$ cat src/rtl/tbi_pkg.sv
package tbi_pkg;

  localparam int ValueBits = 16;
  localparam int MaxXPoints = 16;
  localparam int MaxYPoints = 16;
  localparam int IdxBits = 4;
  localparam int CntBits = 5;
  localparam int DiffBits = ValueBits + 1;
  localparam int ProdBits = 2 * ValueBits + 2;
  localparam int QuotBits = ProdBits + 1;
  localparam int SumBits = QuotBits + 1;

  typedef enum logic [1:0] {
    OP_QUERY   = 2'd0,
    OP_WRITE_X = 2'd1,
    OP_WRITE_Y = 2'd2,
    OP_WRITE_Z = 2'd3
  } op_t;

  typedef enum logic [2:0] {
    ST_IDLE,
    ST_SCAN,
    ST_PICK,
    ST_FETCH,
    ST_DIV1,
    ST_DIV2,
    ST_DIV3,
    ST_DONE
  } state_t;

  typedef enum logic {
    REG_X_USED = 1'b0,
    REG_Y_USED = 1'b1
  } reg_idx_t;

  typedef struct packed {
    logic [1:0]                  operation;
    logic [IdxBits-1:0]          index_x;
    logic [IdxBits-1:0]          index_y;
    logic signed [ValueBits-1:0] write_value;
    logic signed [ValueBits-1:0] query_x;
    logic signed [ValueBits-1:0] query_y;
  } item_t;

  typedef struct packed {
    logic signed [ValueBits-1:0] interp_value;
    logic                        x_clamped;
    logic                        y_clamped;
  } result_t;

  function automatic logic signed [ValueBits-1:0] sat(input logic signed [SumBits-1:0] v);
    logic signed [SumBits-1:0] vmax;
    logic signed [SumBits-1:0] vmin;
    vmax = SumBits'((64'sd1 <<< (ValueBits - 1)) - 64'sd1);
    vmin = -vmax - SumBits'(1);
    if (v > vmax) return ValueBits'(vmax);
    if (v < vmin) return ValueBits'(vmin);
    return ValueBits'(v);
  endfunction

  function automatic logic [CntBits-1:0] used(input logic [CntBits-1:0] r,
                                              input logic [CntBits-1:0] maxv);
    if (r == '0) return CntBits'(1);
    if (r > maxv) return maxv;
    return r;
  endfunction

endpackage

$ cat src/rtl/tbi_muldiv.sv
module tbi_muldiv import tbi_pkg::*; (
  input  logic                       clk,
  input  logic                       rst,
  input  logic                       go,
  input  logic signed [DiffBits-1:0] a,
  input  logic signed [DiffBits-1:0] b,
  input  logic signed [DiffBits-1:0] c,
  output logic                       done,
  output logic signed [QuotBits-1:0] q
);

  localparam int StepBits = $clog2(ProdBits + 1);

  logic                  running;
  logic [StepBits-1:0]   step;
  logic [ProdBits-1:0]   acc;
  logic [DiffBits-1:0]   rem;
  logic [DiffBits-1:0]   uc;
  logic                  neg;
  logic [DiffBits-1:0]   ua, ub, ucn;
  logic [DiffBits:0]     rem_sh;
  logic                  qbit;
  logic [DiffBits:0]     rem_sub;

  assign ua  = a[DiffBits-1] ? DiffBits'(-a) : DiffBits'(a);
  assign ub  = b[DiffBits-1] ? DiffBits'(-b) : DiffBits'(b);
  assign ucn = c[DiffBits-1] ? DiffBits'(-c) : DiffBits'(c);

  assign rem_sh  = {rem, acc[ProdBits-1]};
  assign qbit    = rem_sh >= {1'b0, uc};
  assign rem_sub = rem_sh - {1'b0, uc};

  always_ff @(posedge clk) begin
    if (rst) begin
      running <= 1'b0;
      done    <= 1'b0;
      step    <= '0;
    end else begin
      done <= 1'b0;
      if (go) begin
        running <= 1'b1;
        step    <= '0;
      end else if (running) begin
        step <= step + StepBits'(1);
        if (step == StepBits'(ProdBits - 1)) begin
          running <= 1'b0;
          done    <= 1'b1;
        end
      end
    end
  end

  always_ff @(posedge clk) begin
    if (go) begin
      acc <= ProdBits'(ua * ub);
      rem <= '0;
      uc  <= ucn;
      neg <= a[DiffBits-1] ^ b[DiffBits-1] ^ c[DiffBits-1];
    end else if (running) begin
      rem <= qbit ? rem_sub[DiffBits-1:0] : rem_sh[DiffBits-1:0];
      acc <= {acc[ProdBits-2:0], qbit};
    end
  end

  assign q = neg ? -$signed({1'b0, acc}) : $signed({1'b0, acc});

endmodule

$ cat config.mk
export PLATFORM = sky130hd
export DESIGN_NAME = tbi_muldiv
export DESIGN_NICKNAME = d
export VERILOG_FILES = /design/src/rtl/tbi_pkg.sv /design/src/rtl/tbi_muldiv.sv
export SDC_FILE = /design/constraint.sdc
export NUM_CORES = 1
export LEC_CHECK = 0
export BUFFER_PORTS_ARGS = -buffer_cell sky130_fd_sc_hd__buf_2
export CORE_AREA = 2 2 159 161
export DETAILED_ROUTE_END_ITERATION = 16
export DIE_AREA = 0 0 161 163
export PLACE_DENSITY = 0.8
export SLEW_MARGIN = 20
export SYNTH_ARGS = -nofsm -noshare
export SYNTH_HDL_FRONTEND = slang
export SYNTH_SLANG_ARGS = --single-unit
export TNS_END_PERCENT = 5
$ cat constraint.sdc
create_clock -name clk -period 15.2 [get_ports clk]
set_input_delay 2.28 -clock clk [delete_from_list [all_inputs] [get_ports clk]]
set_output_delay 2.28 -clock clk [all_outputs]
set_load 0.02 [all_outputs]
==> out/metrics.csv, run 1 <==
stage,metric,value,unit
global_routing,largest net degree at the start of global routing,45,
synth,"FFs w/ async S/R, synth",0,%
timing,Fmax,94.0,MHz
synth,average size of a mapped cell,8.75,um^2
synth,cell with the most instances after synthesis,inv_1,
cts,CTS HTree Levels,3,
synth,register area share after synthesis,13.7,%
synth,Synth Cell Area,0.0150,mm^2
final_layout,area of the multi-input gates,0.0116,mm^2
synth,"Net Count, Synth",2127,
placement,HPWL Detailed,30300,um
die,I/O pins,90,
timing,final setup vio count,0,
routing,1st-iter DRT viols,1194,
cts,clk sinks,77,
synth,Yosys reg bits,77,
routing,Antenna Violating Nets Remaining,0,
synth,Commonest cells post-synth,"319 x inv_1, 225 x fa_1, 225 x nand2_1",
die,CORE AREA,0.0247,mm^2
cts,# resized after CTS,0,
setup_path,CP endpoint kind,register,
global_routing,vias in the first global route,12600,
setup_path,Worst setup SP type,input port,
final_layout,Reg area,0.00206,mm^2
timing,Slew Limit Fails,0,
hold_path,worst min-delay path category,register to register,
global_routing,GRT overflow,0,
synth,Gate Count Post-Synth,1717,
synth,library cells used by synthesis,68,
routing,Pre-antenna DRT Iters,8,
routing,routed wire length,37500,um
placement,routability congestion estimate,0.968,
synth,top post-synthesis cells by area,"fa_1 30%, ha_1 11%, edfxtp_1 10%",
final_layout,nets,2192,
global_routing,initial antenna violation count,0,
cts,CTS max path bufs,2,
timing,Worst Tran Pin Value,1.25,ns
synth,Syn. warnings,0,
status,outcome,finished clean,
routing,Via Count,12400,
die,die height,163,um
die,row cnt,58,
cts,post-cts hold buffer count,0,
job,Max-cap violations,0,
cts,Clock Latency Late Sink,0.34,ns
cts,total CTS buffers,9,
setup_path,CP arrival,10.76,ns
die,Initial Util,60.9,%
die,Die W,161,um
cts,Setup Buffers After CTS,0,
cts,CTS tree,built,
final_layout,Layout area overhead,7.44,%
routing,drt drc,0,
timing,final period demand of the worst path,10.63,ns
global_routing,first-pass GRT wire length,62500,um
synth,number of synthesized flops with an enable pin,52,
placement,number of I/O port buffers,89,
timing,RSZ-0062 raised after global routing,no,
timing,clock skew after layout,0.0117,ns
global_routing,GRT Total Usage,30.2,%
final_layout,ant diodes,0,
routing,vias per cell,5.85,
final_layout,layout cells sized above 1,9.74,%
final_layout,Filler Cells Inserted,2043,
timing,Tcrit/Tclk final,70.0,%
die,Die Area,0.0262,mm^2
timing,Sum Neg Setup Slack,0,ns
cts,"CTS clk-pin slew, worst paths",0.06,ns
timing,normalized max-slew margin,15.9,%
setup_path,WS Path Type,input port to register,
setup_path,Critical Path RT,15.33,ns
setup_path,crit path max fanout,16,
cts,Root Driver,clkbuf_16,
timing,Final Hold Fails,0,
routing,post-DR wirelength/cell,17.7,um
synth,Synth area leader,fa_1,
synth,Yosys top cell area share,30.0,%
synth,Most used DFF post-synth,edfxtp_1,
critical path, cell delays in order:
cell       delay, ns
buf_2           0.22
inv_1           0.18
ha_1            0.20
nand2b_1        0.15
o41ai_1         0.49
xor2_1          0.81
nor2_1          0.16
fa_1            0.55
inv_1           0.06
fa_1            0.56
fa_1            0.43
fa_1            0.48
inv_1           0.05
fa_1            0.52
inv_1           0.06
fa_1            0.58
inv_1           0.05
ha_1            0.35
and3_1          0.23
o211a_1         0.15
a2111oi_0       0.62
nor2_1          0.20
a31oi_1         0.64
o21bai_1        0.18
a2111o_1        0.44
o311ai_0        0.11
cells in the final DEF (no fill, tap or decap), types with 8 or more instances in the layout:
master / synthesis / routed
nor2_1: 151 / 151
o21a_1: 10 / 10
nor2b_1: 8 / 8
a21oi_1: 54 / 54
ha_1: 131 / 131
fa_1: 225 / 225
o21ai_0: 45 / 44
mux2_2: 20 / 20
clkbuf_16: 0 / 9
buf_2: 0 / 89
nand4_1: 8 / 8
nand3_1: 18 / 18
nand2b_1: 12 / 12
and3_1: 8 / 8
nor3_1: 17 / 17
dfxtp_1: 25 / 25
xor2_1: 39 / 39
a21o_1: 20 / 20
xnor2_1: 95 / 91
a211oi_1: 20 / 20
o41ai_1: 11 / 11
and2_1: 17 / 17
o31ai_1: 21 / 21
or4_4: 8 / 8
nand2_1: 225 / 225
buf_4: 1 / 20
edfxtp_1: 52 / 52
inv_1: 319 / 319
or3_1: 10 / 10
routing by layer:
metal | up-vias | global-route usage, % | share of wire, %
li1 | 5653 | - | -
met1 | 5975 | 38.5 | 38
met2 | 593 | 50.8 | 47
met3 | 156 | 4.74 | 9.0
met4 | 0 | 14.2 | 5.4
met5 | - | 0 | 0
state kept, by name (all words and copies together), names as in the netlist:
signal / cells
step: 6
neg: 1
done: 1
running: 1
acc: 34
rem: 17
uc: 17
worst paths after layout:
path,cells after the start,start,endpoint,slack (ns)
setup / recovery,26,b[0],acc[27]$_DFFE_PP_,4.57
hold / removal,2,step[5]$_SDFFE_PP0P_,step[5]$_SDFFE_PP0P_,0.49
setup reg to reg,11,acc[33]$_DFFE_PP_,rem[14]$_SDFFE_PP0P_,11.78
hold reg to reg,2,step[5]$_SDFFE_PP0P_,step[5]$_SDFFE_PP0P_,0.49
logic make-up after synthesis:
| kind of cell | count (synthesis) | share of synthesized area, % |
|---|---|---|
| compound gates | 236 | 10.6 |
| xor+xnor | 135 | 7.92 |
| mux | 25 | 1.83 |
| flops | 77 | 13.7 |
| fa+ha+maj | 356 | 40.9 |
| buf+inv | 375 | 9.40 |
| simple gates | 513 | 15.5 |
final cells by class:
type / instances / share of cell area (%)
Clock inverter: 6 / 0.194
Sequential cell: 77 / 12.8
Tap cell: 330 / 2.56
Timing Repair Buffer: 110 / 3.78
Multi-Input combinational cell: 1265 / 71.8
Inverter: 319 / 7.42
Clock buffer: 10 / 1.42
through the flow:
stage	util (%)	cell area, um^2	hold WS, ns	worst slack [ns]	cells
floorplan	-	15000	0.443	5.32	1717
global placement	64.2	15800	0.471	4.68	2100
detailed placement	64.2	15800	0.479	4.31	2100
CTS	65.2	16100	0.492	4.68	2116
global route	65.4	16100	0.525	4.28	2117
finish	65.4	16100	0.489	4.57	2117
Power of run 1 is left out: the tool's default activity adds up to more than one toggle a clock period on the data nets, which glitch-free logic cannot reach.
==> inputs of run 2 (changes only) <==
==> constraint.sdc (replaced) <==
create_clock -name clk -period 10.6 [get_ports clk]
set_input_delay 1.59 -clock clk [delete_from_list [all_inputs] [get_ports clk]]
set_output_delay 1.59 -clock clk [all_outputs]
set_load 0.02 [all_outputs]
==> out/metrics.csv, run 2 (same netlist as run 1, synthesis figures left out) <==
stage,metric,value,unit,change
job,Max-cap violations,0,,unchanged
setup_path,WS Path Type,input port to register,,unchanged
setup_path,"Top cell by count, worst path",fa_1,,unchanged
placement,Post-DP Area,0.0160,mm^2,was 0.0158 mm^2
routing,Via Count,12500,,was 12400
status,outcome,finished clean,,unchanged
setup_path,Critical Path RT,10.69,ns,was 15.33 ns
cts,clk sinks,77,,unchanged
placement,number of I/O port buffers,89,,unchanged
routing,vias per cell,5.85,,about the same
final_layout,post-route cell area,0.0163,mm^2,was 0.0161 mm^2
final_layout,Reg area,0.00206,mm^2,unchanged
cts,CTS max path bufs,2,,unchanged
cts,post-cts hold buffer count,0,,unchanged
die,row cnt,58,,unchanged
setup_path,crit path buf inv count,5,,was 6
global_routing,first-pass GRT wire length,63800,um,was 62500 um
die,CORE AREA,0.0247,mm^2,unchanged
cts,Setup Buffers After CTS,0,,unchanged
cts,Clock Latency Late Sink,0.34,ns,about the same
setup_path,Worst setup SP type,input port,,unchanged
final_layout,layout cells sized above 1,10.6,%,was 9.74%
placement,Setup WS pre-CTS,0.624,ns,was 4.31 ns
timing,Fmax,103,MHz,
timing,final period demand of the worst path,9.73,ns,
placement,routability congestion estimate,0.939,,was 0.968
setup_path,CP endpoint kind,register,,unchanged
routing,Pre-antenna DRT Iters,6,,was 8
setup_path,RR Endpoint,rem[3]$_SDFFE_PP0P_,,was rem[14]$_SDFFE_PP0P_
final_layout,most frequent cells in the layout,"319 x inv_1, 225 x nand2_1, 225 x fa_1",,unchanged
global_routing,largest net degree at the start of global routing,74,,was 45
routing,Antenna Violating Nets Remaining,0,,unchanged
global_routing,vias in the first global route,13100,,was 12600
routing,routed wire length,38300,um,was 37500 um
setup_path,crit path max fanout,8,,was 16
setup_path,Crit-path slowest cell,or4b_2,,was xor2_1
cts,total CTS buffers,9,,unchanged
final_layout,Filler Cells Inserted,2043,,unchanged
final_layout,Biggest register,acc,,unchanged
timing,Final Hold Fails,0,,unchanged
placement,HPWL Detailed,31000,um,was 30300 um
timing,final setup vio count,0,,unchanged
cts,CTS HTree Levels,3,,unchanged
setup_path,worst r2r path cells,12,,was 11
cts,CTS tree,built,,unchanged
setup_path,FF-to-FF setup slack,7.22,ns,was 11.78 ns
routing,post-DR wirelength/cell,17.9,um,was 17.7 um
setup_path,max incr delay on CP,0.68,ns,was 0.81 ns
final_layout,"most common cell after layout, fill and taps aside",inv_1,,unchanged
routing,drt drc,0,,unchanged
setup_path,Top Family by Delay on Critical Path,adder cells,,unchanged
final_layout,ant diodes,0,,unchanged
die,Die Area,0.0262,mm^2,unchanged
die,Die W,161,um,unchanged
final_layout,nets,2213,,was 2192
setup_path,Critical Path End,acc[30]$_DFFE_PP_,,was acc[27]$_DFFE_PP_
die,die height,163,um,unchanged
timing,normalized max-slew margin,24.2,%,was 15.9%
timing,clock skew after layout,0.00765,ns,was 0.0117 ns
timing,Tcrit/Tclk final,91.8,%,
setup_path,CP startpoint,b[6],,was b[0]
timing,Slew Limit Fails,0,,unchanged
cts,"CTS clk-pin slew, worst paths",0.06,ns,about the same
global_routing,initial antenna violation count,1,,was 0
setup_path,Critical Path Stages,25,,was 26
timing,RSZ-0062 raised after global routing,no,,unchanged
placement,Placed Instances,2121,,was 2100
timing,Sum Neg Setup Slack,0,ns,unchanged
routing,1st-iter DRT viols,1027,,was 1194
global_routing,GRT overflow,0,,unchanged
cts,# resized after CTS,0,,unchanged
final_layout,max FFs per register,34,,unchanged
setup_path,CP arrival,9.81,ns,was 10.76 ns
final_layout,Top Registers,"acc x34, rem x17, uc x17",,unchanged
die,I/O pins,90,,unchanged
hold_path,worst min-delay path category,register to register,,unchanged
final_layout,Layout area overhead,8.57,%,was 7.44%
die,Initial Util,60.9,%,unchanged
timing,final worst slack,0.873,ns,was 4.57 ns
final_layout,area of the multi-input gates,0.0116,mm^2,about the same
global_routing,GRT Total Usage,30.8,%,was 30.2%
timing,Worst Tran Pin Value,1.13,ns,was 1.25 ns
setup_path,start of the worst register-to-register path,acc[33]$_DFFE_PP_,,unchanged
cts,Root Driver,clkbuf_16,,unchanged
final_layout,Final Non-Filler Cells,2138,,was 2117
run 2: worst min-delay path by stage:
stage | from | to | slack (ns) | cells past startpoint
2_1_floorplan | step[5]$_SDFFE_PP0P_ | done$_SDFF_PP0_ | 0.44 | 2
3_3_place_gp | step[5]$_SDFFE_PP0P_ | done$_SDFF_PP0_ | 0.47 | 2
3_5_place_dp | step[5]$_SDFFE_PP0P_ | done$_SDFF_PP0_ | 0.46 | 2
4_1_cts | step[5]$_SDFFE_PP0P_ | done$_SDFF_PP0_ | 0.48 | 2
5_1_grt | step[5]$_SDFFE_PP0P_ | done$_SDFF_PP0_ | 0.50 | 2
6_report | step[5]$_SDFFE_PP0P_ | done$_SDFF_PP0_ | 0.48 | 2
run 2: layer usage:
layer | vias to the layer above | wire (um) | track usage (%)
met3 | 141 | 3150 | 4.53
met4 | 0 | 1900 | 13.7
li1 | 5695 | - | -
met2 | 595 | 18500 | 52.8
met5 | - | 0 | 0
met1 | 6074 | 14800 | 39.0
run 2: layout make-up:
cell class | instances | share of cell area, %
multi-input cells | 1265 | 70.9
well taps | 330 | 2.53
clock inverters | 6 | 0.476
inverters | 319 | 7.34
clock buffers | 10 | 1.40
flip-flops and latches | 77 | 12.6
repair buffers | 131 | 4.71
run 2: worst reg2reg max path, stage by stage (launching register included):
cell and delay (ns):
edfxtp_1 0.45, inv_1 0.09, ha_1 0.19, fa_1 0.20, nor2b_1 0.08, o31ai_1 0.52, a211oi_1 0.17, nand4b_1 0.28
a31oi_2 0.44, buf_4 0.37, nor3_1 0.13, a211oi_1 0.22, nor3_1 0.07
run 2: through the flow:
stage                     util, %  hold WS [ns]
after floorplan                 -         0.443
after global placement       64.8         0.468
after detailed placement     64.8         0.464
after CTS                    66.0         0.480
after global routing         66.1         0.502
final                        66.1         0.478
Power of run 2 is left out for the same reason.
==> inputs of run 3 (changes only) <==
--- a/config.mk
+++ b/config.mk
@@ -7,6 +7,7 @@
 export LEC_CHECK = 0
 export BUFFER_PORTS_ARGS = -buffer_cell sky130_fd_sc_hd__buf_2
 export CORE_AREA = 2 2 159 161
+export CTS_BUF_LIST = sky130_fd_sc_hd__clkbuf_8
 export DETAILED_ROUTE_END_ITERATION = 16
 export DIE_AREA = 0 0 161 163
 export PLACE_DENSITY = 0.8
==> out/metrics.csv, run 3 (same netlist as run 1, synthesis figures left out) <==
stage,metric,value,unit,change
die,I/O pins,90,,unchanged
die,row cnt,58,,unchanged
final_layout,Biggest register,acc,,unchanged
placement,HPWL Detailed,31000,um,unchanged
setup_path,crit path max fanout,8,,unchanged
routing,1st-iter DRT viols,990,,was 1027
cts,Setup Buffers After CTS,0,,unchanged
cts,CTS max path bufs,2,,unchanged
routing,Pre-antenna DRT Iters,7,,was 6
final_layout,most frequent cells in the layout,"320 x inv_1, 225 x nand2_1, 225 x fa_1",,"was 319 x inv_1, 225 x nand2_1, 225 x fa_1"
die,Die Area,0.0262,mm^2,unchanged
routing,vias per cell,5.85,,about the same
cts,total CTS buffers,9,,unchanged
timing,Slew Limit Fails,0,,unchanged
timing,Tcrit/Tclk final,91.4,%,was 91.8%
cts,"CTS clk-pin slew, worst paths",0.08,ns,was 0.06 ns
placement,Placed Instances,2121,,unchanged
global_routing,GRT Total Usage,30.6,%,was 30.8%
final_layout,Top Registers,"acc x34, rem x17, uc x17",,unchanged
setup_path,CP arrival,9.81,ns,about the same
final_layout,max FFs per register,34,,unchanged
setup_path,CP endpoint kind,register,,unchanged
routing,drt drc,0,,unchanged
global_routing,largest net degree at the start of global routing,74,,unchanged
final_layout,nets,2213,,unchanged
setup_path,Worst setup SP type,input port,,unchanged
timing,Final Hold Fails,0,,unchanged
global_routing,first-pass GRT wire length,63400,um,was 63800 um
placement,Setup WS pre-CTS,0.624,ns,unchanged
placement,number of I/O port buffers,89,,unchanged
cts,Root Driver,clkbuf_8,,was clkbuf_16
final_layout,layout cells sized above 1,10.6,%,unchanged
cts,# resized after CTS,0,,unchanged
cts,CTS HTree Levels,3,,unchanged
final_layout,"most common cell after layout, fill and taps aside",inv_1,,unchanged
timing,Sum Neg Setup Slack,0,ns,unchanged
routing,Via Count,12500,,about the same
die,Die W,161,um,unchanged
timing,RSZ-0062 raised after global routing,no,,unchanged
timing,normalized max-slew margin,23.9,%,was 24.2%
global_routing,vias in the first global route,13000,,was 13100
timing,final worst slack,0.912,ns,was 0.873 ns
setup_path,worst r2r path cells,12,,unchanged
die,die height,163,um,unchanged
cts,post-cts hold buffer count,0,,unchanged
final_layout,post-route cell area,0.0162,mm^2,was 0.0163 mm^2
timing,Fmax,103,MHz,about the same
routing,post-DR wirelength/cell,17.9,um,about the same
timing,Worst Tran Pin Value,1.13,ns,about the same
job,Max-cap violations,0,,unchanged
global_routing,initial antenna violation count,1,,unchanged
die,Initial Util,60.9,%,unchanged
timing,final setup vio count,0,,unchanged
routing,routed wire length,38200,um,was 38300 um
placement,routability congestion estimate,0.939,,unchanged
setup_path,Critical Path RT,10.72,ns,was 10.69 ns
final_layout,ant diodes,0,,unchanged
cts,Clock Latency Late Sink,0.36,ns,was 0.34 ns
routing,Antenna Violating Nets Remaining,0,,unchanged
placement,Post-DP Area,0.0160,mm^2,unchanged
cts,clk sinks,77,,unchanged
timing,final period demand of the worst path,9.69,ns,was 9.73 ns
hold_path,worst min-delay path category,register to register,,unchanged
die,CORE AREA,0.0247,mm^2,unchanged
status,outcome,finished clean,,unchanged
global_routing,GRT overflow,0,,unchanged
timing,clock skew after layout,0.0120,ns,was 0.00765 ns
setup_path,WS Path Type,input port to register,,unchanged
hold_path,Hold Crit Depth,2,,unchanged
final_layout,Final Non-Filler Cells,2138,,unchanged
cts,CTS tree,built,,unchanged
final_layout,Layout area overhead,7.90,%,was 8.57%
[run 3: cell count changes in the layout (fill, tap and decap cells not counted), sizes merged]
cell,before,now
clkbuf,10,9
inv,319,320
[run 3: per-stage QoR]
| step | util [%] | hold WS, ns |
|---|---|---|
| after floorplan | - | 0.443 |
| after global placement | 64.8 | 0.468 |
| after detailed placement | 64.8 | 0.464 |
| after CTS | 65.6 | 0.483 |
| after global routing | 65.7 | 0.505 |
| final | 65.7 | 0.481 |
[run 3: path summary, 6_finish.rpt]
kind | slack, ns | start | endpoint
worst max-delay path | 0.91 | b[6] | acc[30]$_DFFE_PP_
worst min-delay path | 0.48 | step[5]$_SDFFE_PP0P_ | done$_SDFF_PP0_
worst max register to register | 7.29 | acc[33]$_DFFE_PP_ | rem[3]$_SDFFE_PP0P_
worst min register to register | 0.48 | step[5]$_SDFFE_PP0P_ | done$_SDFF_PP0_
[run 3: per-layer routing]
metal	GRT usage, %	vias up	routed length (um)
met5	0	-	0
met4	13.9	0	1840
met3	4.20	135	3080
met2	52.6	595	18500
met1	38.8	6079	14800
li1	-	5691	-
[run 3: worst max-delay path, stage by stage]
cell	delay (ns)
buf_2	0.12
or4_4	0.55
nor4_1	0.28
nand2b_1	0.17
or4_4	0.48
o31ai_4	0.26
xnor2_1	0.36
nand2_1	0.17
fa_1	0.54
fa_1	0.56
inv_1	0.06
fa_1	0.50
fa_1	0.52
fa_1	0.56
inv_1	0.06
fa_1	0.52
inv_1	0.04
ha_1	0.33
inv_1	0.09
or4b_2	0.68
o211a_1	0.28
o31ai_1	0.48
a211oi_1	0.17
xnor2_1	0.15
mux2_2	0.26
[run 3: final cells by class]
class / count / area, um^2
fillers: 2057 / 8470
clock buffers: 9 / 124
multi-input cells: 1265 / 11600
clock inverters: 7 / 81.3
flip-flops and latches: 77 / 2060
repair buffers: 131 / 768
inverters: 319 / 1200
well taps: 330 / 413
Power of run 3 is left out for the same reason.
